`src/design/score_command_stream_parser_assert.svh`:
```
// Assertion macros for the score command stream parser.
`ifndef SCORE_COMMAND_STREAM_PARSER_ASSERT_SVH
`define SCORE_COMMAND_STREAM_PARSER_ASSERT_SVH

// Same-cycle implication, checked on every rising edge outside reset.
`define SCSP_ASSERT_SAME(label, ante, cons) \
  label: assert property (@(posedge clk) disable iff (rst) (ante) |-> (cons)) \
    else $error("scsp same-cycle check failed");

// Next-cycle implication.
`define SCSP_ASSERT_NEXT(label, ante, cons) \
  label: assert property (@(posedge clk) disable iff (rst) (ante) |=> (cons)) \
    else $error("scsp next-cycle check failed");

`endif

```
`src/design/scsp_pkg.sv`:
```
`timescale 1ns / 1ps
package scsp_pkg;

  localparam int QueueDepth = 4;

  localparam logic [15:0] TempoRecipReset = 16'd256;
  localparam logic [7:0]  ReleaseGapReset = 8'd20;

  localparam int AddrWidth = 3;
  localparam logic [AddrWidth-1:0] ADDR_TEMPO_RECIP = 3'd0;
  localparam logic [AddrWidth-1:0] ADDR_RELEASE_GAP = 3'd4;

  localparam logic [3:0] OP_NOTE_OFF = 4'h8;
  localparam logic [3:0] OP_NOTE_ON  = 4'h9;
  localparam logic [3:0] OP_RESTART  = 4'hE;
  localparam logic [3:0] OP_STOP     = 4'hF;

  typedef enum logic [2:0] {
    EV_NOTE_ON  = 3'd0,
    EV_NOTE_OFF = 3'd1,
    EV_DELAY    = 3'd2,
    EV_STOP     = 3'd3,
    EV_RESTART  = 3'd4,
    EV_BAD      = 3'd5
  } event_kind_t;

  // One queued command: optional release gap, then optional main event.
  typedef struct packed {
    logic        gap;
    logic        main;
    event_kind_t kind;
    logic [3:0]  chan;
    logic [7:0]  note;
    logic [14:0] dval;
  } cmd_t;

endpackage

```
`src/design/scsp_front.sv`:
```
`timescale 1ns / 1ps
module scsp_front
  import scsp_pkg::*;
(
  input  logic       clk,
  input  logic       rst,
  input  logic       score_valid,
  input  logic [7:0] score_byte,
  output logic       score_stall,
  input  logic       q_full,
  output logic       push_valid,
  output cmd_t       push_data
);

  typedef enum logic [2:0] {
    PH_CMD  = 3'b001,
    PH_NOTE = 3'b010,
    PH_DLY  = 3'b100
  } phase_t;

  phase_t     phase, phase_next;
  logic [6:0] held_byte, held_byte_next;
  logic       after_note_off, after_note_off_next;
  logic       stopped, stopped_next;
  logic       accept;
  logic [3:0] op;

  assign score_stall = q_full;
  assign accept      = score_valid && !q_full;
  assign op          = score_byte[7:4];

  always_comb begin
    phase_next          = phase;
    held_byte_next      = held_byte;
    after_note_off_next = after_note_off;
    stopped_next        = stopped;
    push_valid          = 1'b0;
    push_data           = '0;
    if (accept && !stopped) begin
      unique case (phase)
        PH_NOTE: begin
          push_valid     = 1'b1;
          push_data.main = 1'b1;
          push_data.kind = EV_NOTE_ON;
          push_data.chan = held_byte[3:0];
          push_data.note = score_byte;
          phase_next     = PH_CMD;
        end
        PH_DLY: begin
          push_valid     = 1'b1;
          push_data.main = 1'b1;
          push_data.kind = EV_DELAY;
          push_data.dval = {held_byte, score_byte};
          phase_next     = PH_CMD;
        end
        default: begin
          phase_next = PH_CMD;
          if (op == OP_NOTE_OFF) begin
            push_valid          = 1'b1;
            push_data.main      = 1'b1;
            push_data.kind      = EV_NOTE_OFF;
            push_data.chan      = score_byte[3:0];
            after_note_off_next = 1'b1;
          end else begin
            push_data.gap       = after_note_off;
            after_note_off_next = 1'b0;
            priority if (op == OP_NOTE_ON) begin
              held_byte_next = score_byte[6:0];
              phase_next     = PH_NOTE;
            end else if (!score_byte[7]) begin
              held_byte_next = score_byte[6:0];
              phase_next     = PH_DLY;
            end else if (op == OP_STOP) begin
              push_data.main = 1'b1;
              push_data.kind = EV_STOP;
              stopped_next   = 1'b1;
            end else if (op == OP_RESTART) begin
              push_data.main = 1'b1;
              push_data.kind = EV_RESTART;
            end else begin
              push_data.main = 1'b1;
              push_data.kind = EV_BAD;
            end
            push_valid = push_data.gap || push_data.main;
          end
        end
      endcase
    end
  end

  always_ff @(posedge clk) begin
    if (rst) begin
      phase          <= PH_CMD;
      held_byte      <= '0;
      after_note_off <= 1'b0;
      stopped        <= 1'b0;
    end else begin
      phase          <= phase_next;
      held_byte      <= held_byte_next;
      after_note_off <= after_note_off_next;
      stopped        <= stopped_next;
    end
  end

endmodule

```
`src/design/scsp_cmd_queue.sv`:
```
`timescale 1ns / 1ps
module scsp_cmd_queue
  import scsp_pkg::*;
#(
  parameter int DEPTH = QueueDepth
) (
  input  logic clk,
  input  logic rst,
  input  logic push_valid,
  input  cmd_t push_data,
  output logic full,
  output logic head_valid,
  output cmd_t head_data,
  input  logic pop
);

  localparam int PW = (DEPTH > 1) ? $clog2(DEPTH) : 1;
  localparam int CW = $clog2(DEPTH + 1);

  cmd_t            entries [DEPTH];
  logic [PW-1:0]   wr_ptr, rd_ptr;
  logic [CW-1:0]   count, count_next;
  logic            do_push, do_pop;

  assign full       = (count == CW'(DEPTH));
  assign head_valid = (count != '0);
  assign head_data  = entries[rd_ptr];
  assign do_push    = push_valid && !full;
  assign do_pop     = pop && head_valid;

  always_comb begin
    count_next = count;
    if (do_push && !do_pop) begin
      count_next = count + 1'b1;
    end else if (do_pop && !do_push) begin
      count_next = count - 1'b1;
    end
  end

  always_ff @(posedge clk) begin
    if (do_push) begin
      entries[wr_ptr] <= push_data;
    end
  end

  always_ff @(posedge clk) begin
    if (rst) begin
      wr_ptr <= '0;
      rd_ptr <= '0;
      count  <= '0;
    end else begin
      count <= count_next;
      if (do_push) begin
        wr_ptr <= (wr_ptr == PW'(DEPTH - 1)) ? '0 : wr_ptr + 1'b1;
      end
      if (do_pop) begin
        rd_ptr <= (rd_ptr == PW'(DEPTH - 1)) ? '0 : rd_ptr + 1'b1;
      end
    end
  end

endmodule

```
`src/design/scsp_back.sv`:
```
`timescale 1ns / 1ps
module scsp_back
  import scsp_pkg::*;
(
  input  logic        clk,
  input  logic        rst,
  input  logic        head_valid,
  input  cmd_t        head_data,
  output logic        pop,
  input  logic [15:0] tempo_recip,
  input  logic [7:0]  release_gap,
  output logic        event_valid,
  input  logic        event_stall,
  output logic [2:0]  event_kind,
  output logic [3:0]  channel,
  output logic [7:0]  note_number,
  output logic [23:0] delay_ticks,
  output logic        last_of_run
);

  // execute stage
  logic        e_valid;
  cmd_t        e_rec;
  logic [30:0] e_prod;
  logic        e_second;

  logic        o_load, e_fire, e_done, gap_turn;
  event_kind_t ev_kind;
  logic [3:0]  ev_chan;
  logic [7:0]  ev_note;
  logic [23:0] ev_ticks;
  logic        ev_last;

  assign o_load   = !event_valid || !event_stall;
  assign e_fire   = e_valid && o_load;
  assign gap_turn = e_rec.gap && !e_second;
  assign e_done   = e_fire && !(gap_turn && e_rec.main);
  assign pop      = head_valid && (!e_valid || e_done);

  always_comb begin
    if (gap_turn) begin
      ev_kind  = EV_DELAY;
      ev_chan  = '0;
      ev_note  = '0;
      ev_ticks = {16'd0, release_gap};
      ev_last  = !e_rec.main;
    end else begin
      ev_kind  = e_rec.kind;
      ev_chan  = e_rec.chan;
      ev_note  = e_rec.note;
      // product is at most 31 bits, so the scaled value never saturates
      ev_ticks = (e_rec.kind == EV_DELAY) ? {1'b0, e_prod[30:8]} : '0;
      ev_last  = 1'b1;
    end
  end

  always_ff @(posedge clk) begin
    if (pop) begin
      e_rec  <= head_data;
      e_prod <= {16'd0, head_data.dval} * {15'd0, tempo_recip};
    end
    if (e_fire) begin
      event_kind  <= ev_kind;
      channel     <= ev_chan;
      note_number <= ev_note;
      delay_ticks <= ev_ticks;
      last_of_run <= ev_last;
    end
  end

  always_ff @(posedge clk) begin
    if (rst) begin
      e_valid     <= 1'b0;
      e_second    <= 1'b0;
      event_valid <= 1'b0;
    end else begin
      if (pop) begin
        e_valid  <= 1'b1;
        e_second <= 1'b0;
      end else if (e_done) begin
        e_valid <= 1'b0;
      end else if (e_fire) begin
        e_second <= 1'b1;
      end
      if (o_load) begin
        event_valid <= e_valid;
      end
    end
  end

endmodule

```
`src/design/score_command_stream_parser.sv`:
```
`timescale 1ns / 1ps
// Channel   Dir  Handshake                  Payload
// score     in   score_valid / score_stall  score_byte
// event     out  event_valid / event_stall  event_kind, channel, note_number,
//                                           delay_ticks, last_of_run
// config    in   APB psel/penable/pwrite    paddr, pwdata, prdata
//
// One score byte is taken per cycle while the queue is not full; a byte that
// yields two events (release gap plus stop, restart or bad command) holds the
// execute stage until both are out. Byte to event runs through the command
// queue, the execute stage with the delay multiplier and the output register.
// Reset clears the parser, the command queue and the output; tempo_recip
// returns to 256 and release_gap to 20.
// event_stall backs up through the output register, the execute stage and
// the command queue; score_stall rises only when the queue is full.
module score_command_stream_parser
  import scsp_pkg::*;
#(
  parameter int QUEUE_DEPTH = QueueDepth
) (
  input  logic                 clk,
  input  logic                 rst,
  input  logic                 score_valid,
  output logic                 score_stall,
  input  logic [7:0]           score_byte,
  output logic                 event_valid,
  input  logic                 event_stall,
  output logic [2:0]           event_kind,
  output logic [3:0]           channel,
  output logic [7:0]           note_number,
  output logic [23:0]          delay_ticks,
  output logic                 last_of_run,
  input  logic                 psel,
  input  logic                 penable,
  input  logic                 pwrite,
  input  logic [AddrWidth-1:0] paddr,
  input  logic [31:0]          pwdata,
  output logic [31:0]          prdata,
  output logic                 pready
);

`include "score_command_stream_parser_assert.svh"

  logic        tempo_recip_q;
  logic [15:0] tempo_recip;
  logic [7:0]  release_gap;
  logic        cfg_write;
  logic        q_full, push_valid, head_valid, pop;
  cmd_t        push_data, head_data;

  assign tempo_recip_q = 1'b0;
  assign pready        = 1'b1;
  assign cfg_write     = psel && penable && pwrite;

  always_comb begin
    unique case (paddr)
      ADDR_TEMPO_RECIP: prdata = {16'd0, tempo_recip};
      ADDR_RELEASE_GAP: prdata = {24'd0, release_gap};
      default:          prdata = {31'd0, tempo_recip_q};
    endcase
  end

  always_ff @(posedge clk) begin
    if (rst) begin
      tempo_recip <= TempoRecipReset;
      release_gap <= ReleaseGapReset;
    end else if (cfg_write) begin
      if (paddr == ADDR_TEMPO_RECIP) begin
        tempo_recip <= pwdata[15:0];
      end
      if (paddr == ADDR_RELEASE_GAP) begin
        release_gap <= pwdata[7:0];
      end
    end
  end

  scsp_front u_front (
    .clk         (clk),
    .rst         (rst),
    .score_valid (score_valid),
    .score_byte  (score_byte),
    .score_stall (score_stall),
    .q_full      (q_full),
    .push_valid  (push_valid),
    .push_data   (push_data)
  );

  scsp_cmd_queue #(
    .DEPTH (QUEUE_DEPTH)
  ) u_queue (
    .clk        (clk),
    .rst        (rst),
    .push_valid (push_valid),
    .push_data  (push_data),
    .full       (q_full),
    .head_valid (head_valid),
    .head_data  (head_data),
    .pop        (pop)
  );

  scsp_back u_back (
    .clk         (clk),
    .rst         (rst),
    .head_valid  (head_valid),
    .head_data   (head_data),
    .pop         (pop),
    .tempo_recip (tempo_recip),
    .release_gap (release_gap),
    .event_valid (event_valid),
    .event_stall (event_stall),
    .event_kind  (event_kind),
    .channel     (channel),
    .note_number (note_number),
    .delay_ticks (delay_ticks),
    .last_of_run (last_of_run)
  );

  // only a release gap can precede another event of the same byte
  `SCSP_ASSERT_SAME(a_first_is_gap, event_valid && !last_of_run, event_kind == EV_DELAY)
  // the second event of a byte follows its gap directly
  `SCSP_ASSERT_NEXT(a_pair_back_to_back, event_valid && !event_stall && !last_of_run, event_valid)
  // nothing follows a delivered stop
  `SCSP_ASSERT_NEXT(a_quiet_after_stop, event_valid && !event_stall && event_kind == EV_STOP, !event_valid)

endmodule
```
`config.mk`:
```
export PLATFORM = sky130hd
export DESIGN_NAME = score_command_stream_parser
export DESIGN_NICKNAME = d
export VERILOG_FILES = /design/src/design/scsp_pkg.sv /design/src/design/scsp_front.sv /design/src/design/scsp_cmd_queue.sv /design/src/design/scsp_back.sv /design/src/design/score_command_stream_parser.sv
export VERILOG_INCLUDE_DIRS = /design/src /design/src/design
export SDC_FILE = /design/constraint.sdc
export NUM_CORES = 1
export LEC_CHECK = 0
export BUFFER_PORTS_ARGS = -buffer_cell sky130_fd_sc_hd__clkbuf_2
export CORE_ASPECT_RATIO = 1.5
export CORE_MARGIN = 2
export CORE_UTILIZATION = 55
export CTS_CLUSTER_DIAMETER = 30
export CTS_CLUSTER_SIZE = 16
export DETAILED_ROUTE_END_ITERATION = 10
export HOLD_SLACK_MARGIN = 0.02
export PLACE_DENSITY = 0.76
export SYNTH_ARGS = -nofsm -noshare
export SYNTH_HDL_FRONTEND = slang
export SYNTH_SLANG_ARGS = --single-unit
```
`constraint.sdc`:
```
create_clock -name clk -period 9.76 [get_ports clk]
set_input_delay 0.976 -clock clk [delete_from_list [all_inputs] [get_ports clk]]
set_output_delay 0.976 -clock clk [all_outputs]
set_load 0.1 [all_outputs]
```
==> metrics.cfg, run 1 <==
[global_routing]
grt_antenna_before_repair=1
grt_util_all_layers=0.2542
grt_max_degree=47
overflow=0
grt_pass1_wl_um=64920
grt_pass1_vias=12660

[clocking]
cts.clk_slew.worst_paths_ps=70
cts_buffer_depth=3
postCtsHoldBufs=0
cts-resized-gates=0
htree_levels=2
cts_root_buf=clkbuf_16
numClockSinks=255
insertion_delay_ps=550
cts_setup_buffers=0
cts_tree=yes
cts_made_buffers=34

[critical_path]
crit_family=adder cells
end_kind=register
critPathMaxStageDelay_ps=780
crit_chain=buf_4 > mux4_2 > and2_1 > fa_1 > inv_1 > fa_1 > inv_1 > fa_1 > fa_1 > fa_1 > inv_1 > fa_1 > inv_1 > ha_1 > a21o_1 > o21bai_1 > a21oi_1 > o21ai_0 > nor3b_1 > a221oi_1 > a221oi_1 > xnor2_1
crit_type=register to register
cpMostUsedCell=fa_1
cp.buffers_inverters=5
cpMaxStageDelayCell=mux4_2
path_max_fanout=18
start_kind=register
worstPathArrival_ps=7870
cp_data_required_time_ps=10030

[synth]
synth-edff-count=207
ys_async_sr_fraction=0
synth_top_area_frac=0.3502
synth-seq-cells=255
syn_inst=1521
yosysSeqAreaShare=0.4044
yosysTopAreaCell=edfxtp_1
yosysMostFrequentCell=inv_1
synth_commonest_cells=217 x inv_1, 207 x edfxtp_1, 202 x and2_1
synth_ff_type=edfxtp_1
syn_area_per_cell_um2=11.67
netlist_area_um2=17750
synth_cell_types=63
yosys-top-cells-area=edfxtp_1 35%, fa_1 20%, and2_1 7.1%, ha_1 6.9%, dfxtp_1 5.4%
yosysWarningCount=0

[floorplan]
start_util=0.5576
io_pins=125
rows=80
die_w_um=150.7
fp.dieH_um=224.0
core_um2=31830
die_area_um2=33750

[power_and_ir_drop]
power.density_nw_per_um2=220.0
p_leak_nw=8.723
vdd_drop_max_v=0.0002466

[cells_and_area]
fillers=2517
multi_input_area_um2=9433
regArea_um2=7178
diodes=0
area_growth_pct=10.68
drive_gt1_frac=0.1319
fin_nets=1917

[placement]
hpwlAfterDp_um=29480
io_buffers=90
pre_cts_slack_ps=2131
gp_congestion=0.8770

[timing]
finalHoldViolCount=0
finalSetupViolCount=0
slew_headroom=0.2020
tightestPinTransition_ps=1188
setup_slack_ps=2159
finClkSkew_ps=23.83
slew_violations=0
max_freq_mhz=131.6
fin_tns_setup_ps=0
fin_crit_ps=7601
fin_crit_sh=0.7788
rsz0062_at_grt=no

[route]
wire_per_inst_um=20.03
viasPerCell=5.626
antenna_left=0
drc=0
drt_iter0_drc=463
num_vias=11390
dr.pass1.iters=4
totalWireLength_um=40550

[run]
maxCapViolCount=0

[min_path]
hold_path.class=register to register

[status]
status=finished, final reports clean

==> power breakdown <==
part	switching [W]	leakage [nW]	internal, W
Combinational	0.00114	5.83	0.000410
Clock	0.000521	0.553	0.000727
Sequential	0.0000897	2.34	0.00143
==> sequential cells by signal, summed over array words and instances (netlist names), 4 cells and up, named ones only <==
register,cells
u_back.channel,4
u_back.e_rec,17
u_back.note_number,8
u_back.e_prod,23
release_gap,8
u_front.held_byte,7
u_back.delay_ticks,23
u_queue.entries,128
tempo_recip,16
==> worst register-to-register path, cell delays in order, from the launching register on <==
cell      delay [ps]
dfxtp_2          730
buf_4            450
mux4_2           780
and2_1           280
fa_1             530
inv_1             50
fa_1             520
inv_1             50
fa_1             460
fa_1             400
fa_1             540
inv_1             70
fa_1             480
inv_1             40
ha_1             420
a21o_1           160
o21bai_1         100
a21oi_1           70
o21ai_0          260
nor3b_1           90
a221oi_1         510
a221oi_1         180
xnor2_1          150
==> layer usage <==
metal,GRT usage,wire length (µm)
met1,0.2560,13140
met4,0.1628,2647
met3,0.05051,2578
met2,0.4680,22190
met5,0,0
==> metrics by stage <==
step | cell area, µm² | hold slack, ps | power [W] | instances | util
floorplan | 17810 | 431.7 | 0.002695 | 1537 | -
global placement | 18470 | 452.8 | 0.003058 | 1963 | 0.5803
detailed placement | 18470 | 455.3 | 0.003093 | 1963 | 0.5803
CTS | 19640 | 489.4 | 0.004354 | 2025 | 0.6171
global route | 19640 | 515.0 | 0.004517 | 2025 | 0.6171
finish | 19640 | 478.7 | 0.004322 | 2025 | 0.6171
==> area by class of cell <==
class / instances / share of cell area
multi-input combinational: 980 / 0.4802
sequential: 255 / 0.3654
clock buffer: 37 / 0.04389
inverter: 217 / 0.04147
timing repair buffer: 101 / 0.02713
tap: 410 / 0.02611
clock inverter: 25 / 0.01580
==> kinds of logic after synthesis <==
group | count (synthesis) | synth area share
AND/OR/NAND/NOR | 479 | 0.1387
buffers and inverters | 302 | 0.06852
adder cells (fa/ha/maj) | 278 | 0.2721
flip-flops | 255 | 0.4044
AO/OA/AOI/OAI | 127 | 0.05182
multiplexers | 51 | 0.05069
XOR/XNOR | 27 | 0.01332
other | 2 | 0.0004231
==> cell usage in the layout, fill, tap and decap left out, types with 4 or more instances in the layout <==
master,count
a21o_1,17
dfxtp_1,47
xnor2_1,11
conb_1,18
clkbuf_2,90
ha_1,98
mux4_2,31
a22o_1,12
mux2i_1,19
clkbuf_16,34
and3_1,5
nor2b_2,4
nor2b_1,6
and2_1,201
nand3_1,7
nand2b_1,7
fa_1,180
nor2_1,49
a31oi_1,4
nand2_1,170
nand4_1,7
inv_1,216
a21oi_1,53
buf_4,11
nor3_1,7
xor2_1,16
a211o_1,4
clkinvlp_4,5
o21ai_0,9
edfxtp_1,207
==> path summary, 6_finish.rpt <==
kind | cells past startpoint | end | start | slack (ps)
max | 22 | u_back.e_prod[28]$_DFFE_PP_ | register | 2160
min | 2 | u_front.held_byte[4]$_SDFFE_PP0P_ | u_front.held_byte[4]$_SDFFE_PP0P_ | 480
max reg2reg | 22 | u_back.e_prod[28]$_DFFE_PP_ | register | 2160
min reg2reg | 2 | u_front.held_byte[4]$_SDFFE_PP0P_ | u_front.held_byte[4]$_SDFFE_PP0P_ | 480
(Power assumes the default switching activity.)
==> run 2, diff against run 1 <==
--- a/config.mk
+++ b/config.mk
@@ -14,7 +14,7 @@
 export CTS_CLUSTER_SIZE = 16
 export DETAILED_ROUTE_END_ITERATION = 10
 export HOLD_SLACK_MARGIN = 0.02
-export PLACE_DENSITY = 0.76
+export PLACE_DENSITY = 0.79
 export SYNTH_ARGS = -nofsm -noshare
 export SYNTH_HDL_FRONTEND = slang
 export SYNTH_SLANG_ARGS = --single-unit
==> constraint.sdc (replaced) <==
create_clock -name clk -period 6.4 [get_ports clk]
set_input_delay 0.64 -clock clk [delete_from_list [all_inputs] [get_ports clk]]
set_output_delay 0.64 -clock clk [all_outputs]
set_load 0.1 [all_outputs]
==> run 2 against run 1 <==
Compared with the run above:
- the flow now finishes with violations (negative setup slack)
- critical path depth is 4 higher
- non-clock buffer count up 106
- clock skew decreased by 2.7 ps
- clock power grew 32%
- design area increased by 5.3%
- critical path type unchanged
- count of clock-buffer cells in the layout decreased by 7
- cell count is 4.8% higher
- highest routed layer unchanged
==> metrics.cfg, run 2 (synthesis results as in run 1) <==
[clocking]
cts_tree=yes
htree_levels=1
insertion_delay_ps=580
cts_made_buffers=28
cts_root_buf=clkbuf_16
postCtsHoldBufs=0
numClockSinks=255
cts.clk_slew.worst_paths_ps=60
cts_buffer_depth=3

[route]
antenna_left=0
num_vias=11820
drt_iter0_drc=676
viasPerCell=5.569
totalWireLength_um=41870
wire_per_inst_um=19.73
dr.pass1.iters=5
drc=0

[critical_path]
path_max_fanout=6
cp_data_required_time_ps=6720
crit_type=register to register
start_kind=register
r2r_cells=26
reg2reg_to=u_back.e_prod[29]$_DFFE_PP_
crit_family=adder cells
cp.buffers_inverters=10
r2r_setup_slack_ps=-240
cpMaxStageDelayCell=mux4_2
end_kind=register
critPathMaxStageDelay_ps=590
worstPathArrival_ps=6960
cpMostUsedCell=fa_1

[min_path]
holdPathEnd=tempo_recip[8]$_SDFFE_PP1P_
hold_path_depth=3
hold_start=pwdata[8]
hold_path.class=input port to register

[timing]
holdWs_ps=289.2
fin_crit_sh=1.037
max_freq_mhz=150.7
finalSetupViolCount=14
slew_violations=0
slew_headroom=0.3058
tightestPinTransition_ps=1041
setup_slack_ps=-237.0
fin_crit_ps=6637
finalHoldViolCount=0
finClkSkew_ps=21.10
rsz0062_at_grt=yes

[global_routing]
grt_pass1_wl_um=66520
grt_max_degree=47
grt_antenna_before_repair=0
grt_pass1_vias=12750
overflow=0
grt_util_all_layers=0.2577

[power_and_ir_drop]
power.density_nw_per_um2=326.2
vdd_drop_max_v=0.0003602
p_leak_nw=9.307
power_w=0.006746

[status]
status=complete, but fails checks
violations=negative setup slack

[floorplan]
die_area_um2=33750
die_w_um=150.7
fp.dieH_um=224.0
io_pins=125
rows=80
start_util=0.5576
core_um2=31830

[cells_and_area]
largest_reg_flops=128
area_growth_pct=16.51
top_regs=u_queue.entries: 128 flops, u_back.delay_ticks: 23 flops, u_back.e_prod: 23 flops
fin_nets=2018
layout_common_cells=209 x inv_1, 207 x edfxtp_1, 195 x and2_1
top_register=u_queue.entries
diodes=0
drive_gt1_frac=0.2138
final_common_cell=inv_1

[placement]
pre_cts_slack_ps=-278.2
gp_congestion=0.9382
hpwlAfterDp_um=31520
io_buffers=90

[run]
maxCapViolCount=0

## run 2: worst reg2reg max path: cells and delay by family (launching register included)
kind / cells / cell delay (ps)
adder cells (fa/ha/maj): 7 / 3200
buffers and inverters: 10 / 1050
AO/OA/AOI/OAI: 4 / 720
multiplexers: 1 / 590
flip-flops: 1 / 420
AND/OR/NAND/NOR: 3 / 300
XOR/XNOR: 1 / 130
## run 2: routing by layer
layer / GRT usage / part of all wire / vias to the layer above
met1: 0.2934 / 0.35 / 5993
met2: 0.4705 / 0.54 / 409
li1: - / - / 5278
met4: 0.1348 / 0.058 / 0
met3: 0.02790 / 0.047 / 138
met5: 0 / 0 / -
## run 2: layout make-up
type | count | area, µm²
Tap cell | 410 | 513.0
Clock inverter | 22 | 259.0
Inverter | 217 | 814.5
Fill cell | 2320 | 11150
Sequential cell | 255 | 7181
Clock buffer | 30 | 718.2
Timing Repair Buffer | 207 | 1415
Multi-Input combinational cell | 981 | 9778
## run 2: how the worst max path moves through the flow
stage	startpoint	to	slack, ps	cells past startpoint
final	register	u_back.e_prod[29]$_DFFE_PP_	-240	26
after global placement	register	u_back.e_prod[28]$_DFFE_PP_	-210	23
after detailed placement	register	u_back.e_prod[28]$_DFFE_PP_	-280	23
after CTS	register	u_back.e_prod[21]$_DFFE_PP_	-110	23
after floorplan	register	u_back.e_prod[25]$_DFFE_PP_	-30	26
after global routing	register	u_back.e_prod[30]$_DFFE_PP_	-450	25
## run 2: where the power goes
part	switching, W	internal [W]
Combinational	0.00186	0.000942
Clock	0.000716	0.000930
Sequential	0.000119	0.00218
Total	0.00269	0.00406
## run 2: timing repair
item	CTS	global route
pin swaps	33	26
cloned	1	0
resized for setup	27	52
endpoints found under the setup margin	14	16
buffers inserted	8	14
## run 2: through the flow
step           std cells  utilization  TNS (ps)  area (µm²)
6_report            2122       0.6496     -1973       20680
5_1_grt             2122       0.6496     -4891       20680
3_3_place_gp        2048       0.6026     -2054       19180
3_5_place_dp        2048       0.6026     -2785       19180
2_1_floorplan       1537            -    -31.56       17890
4_1_cts             2109       0.6406    -846.5       20390
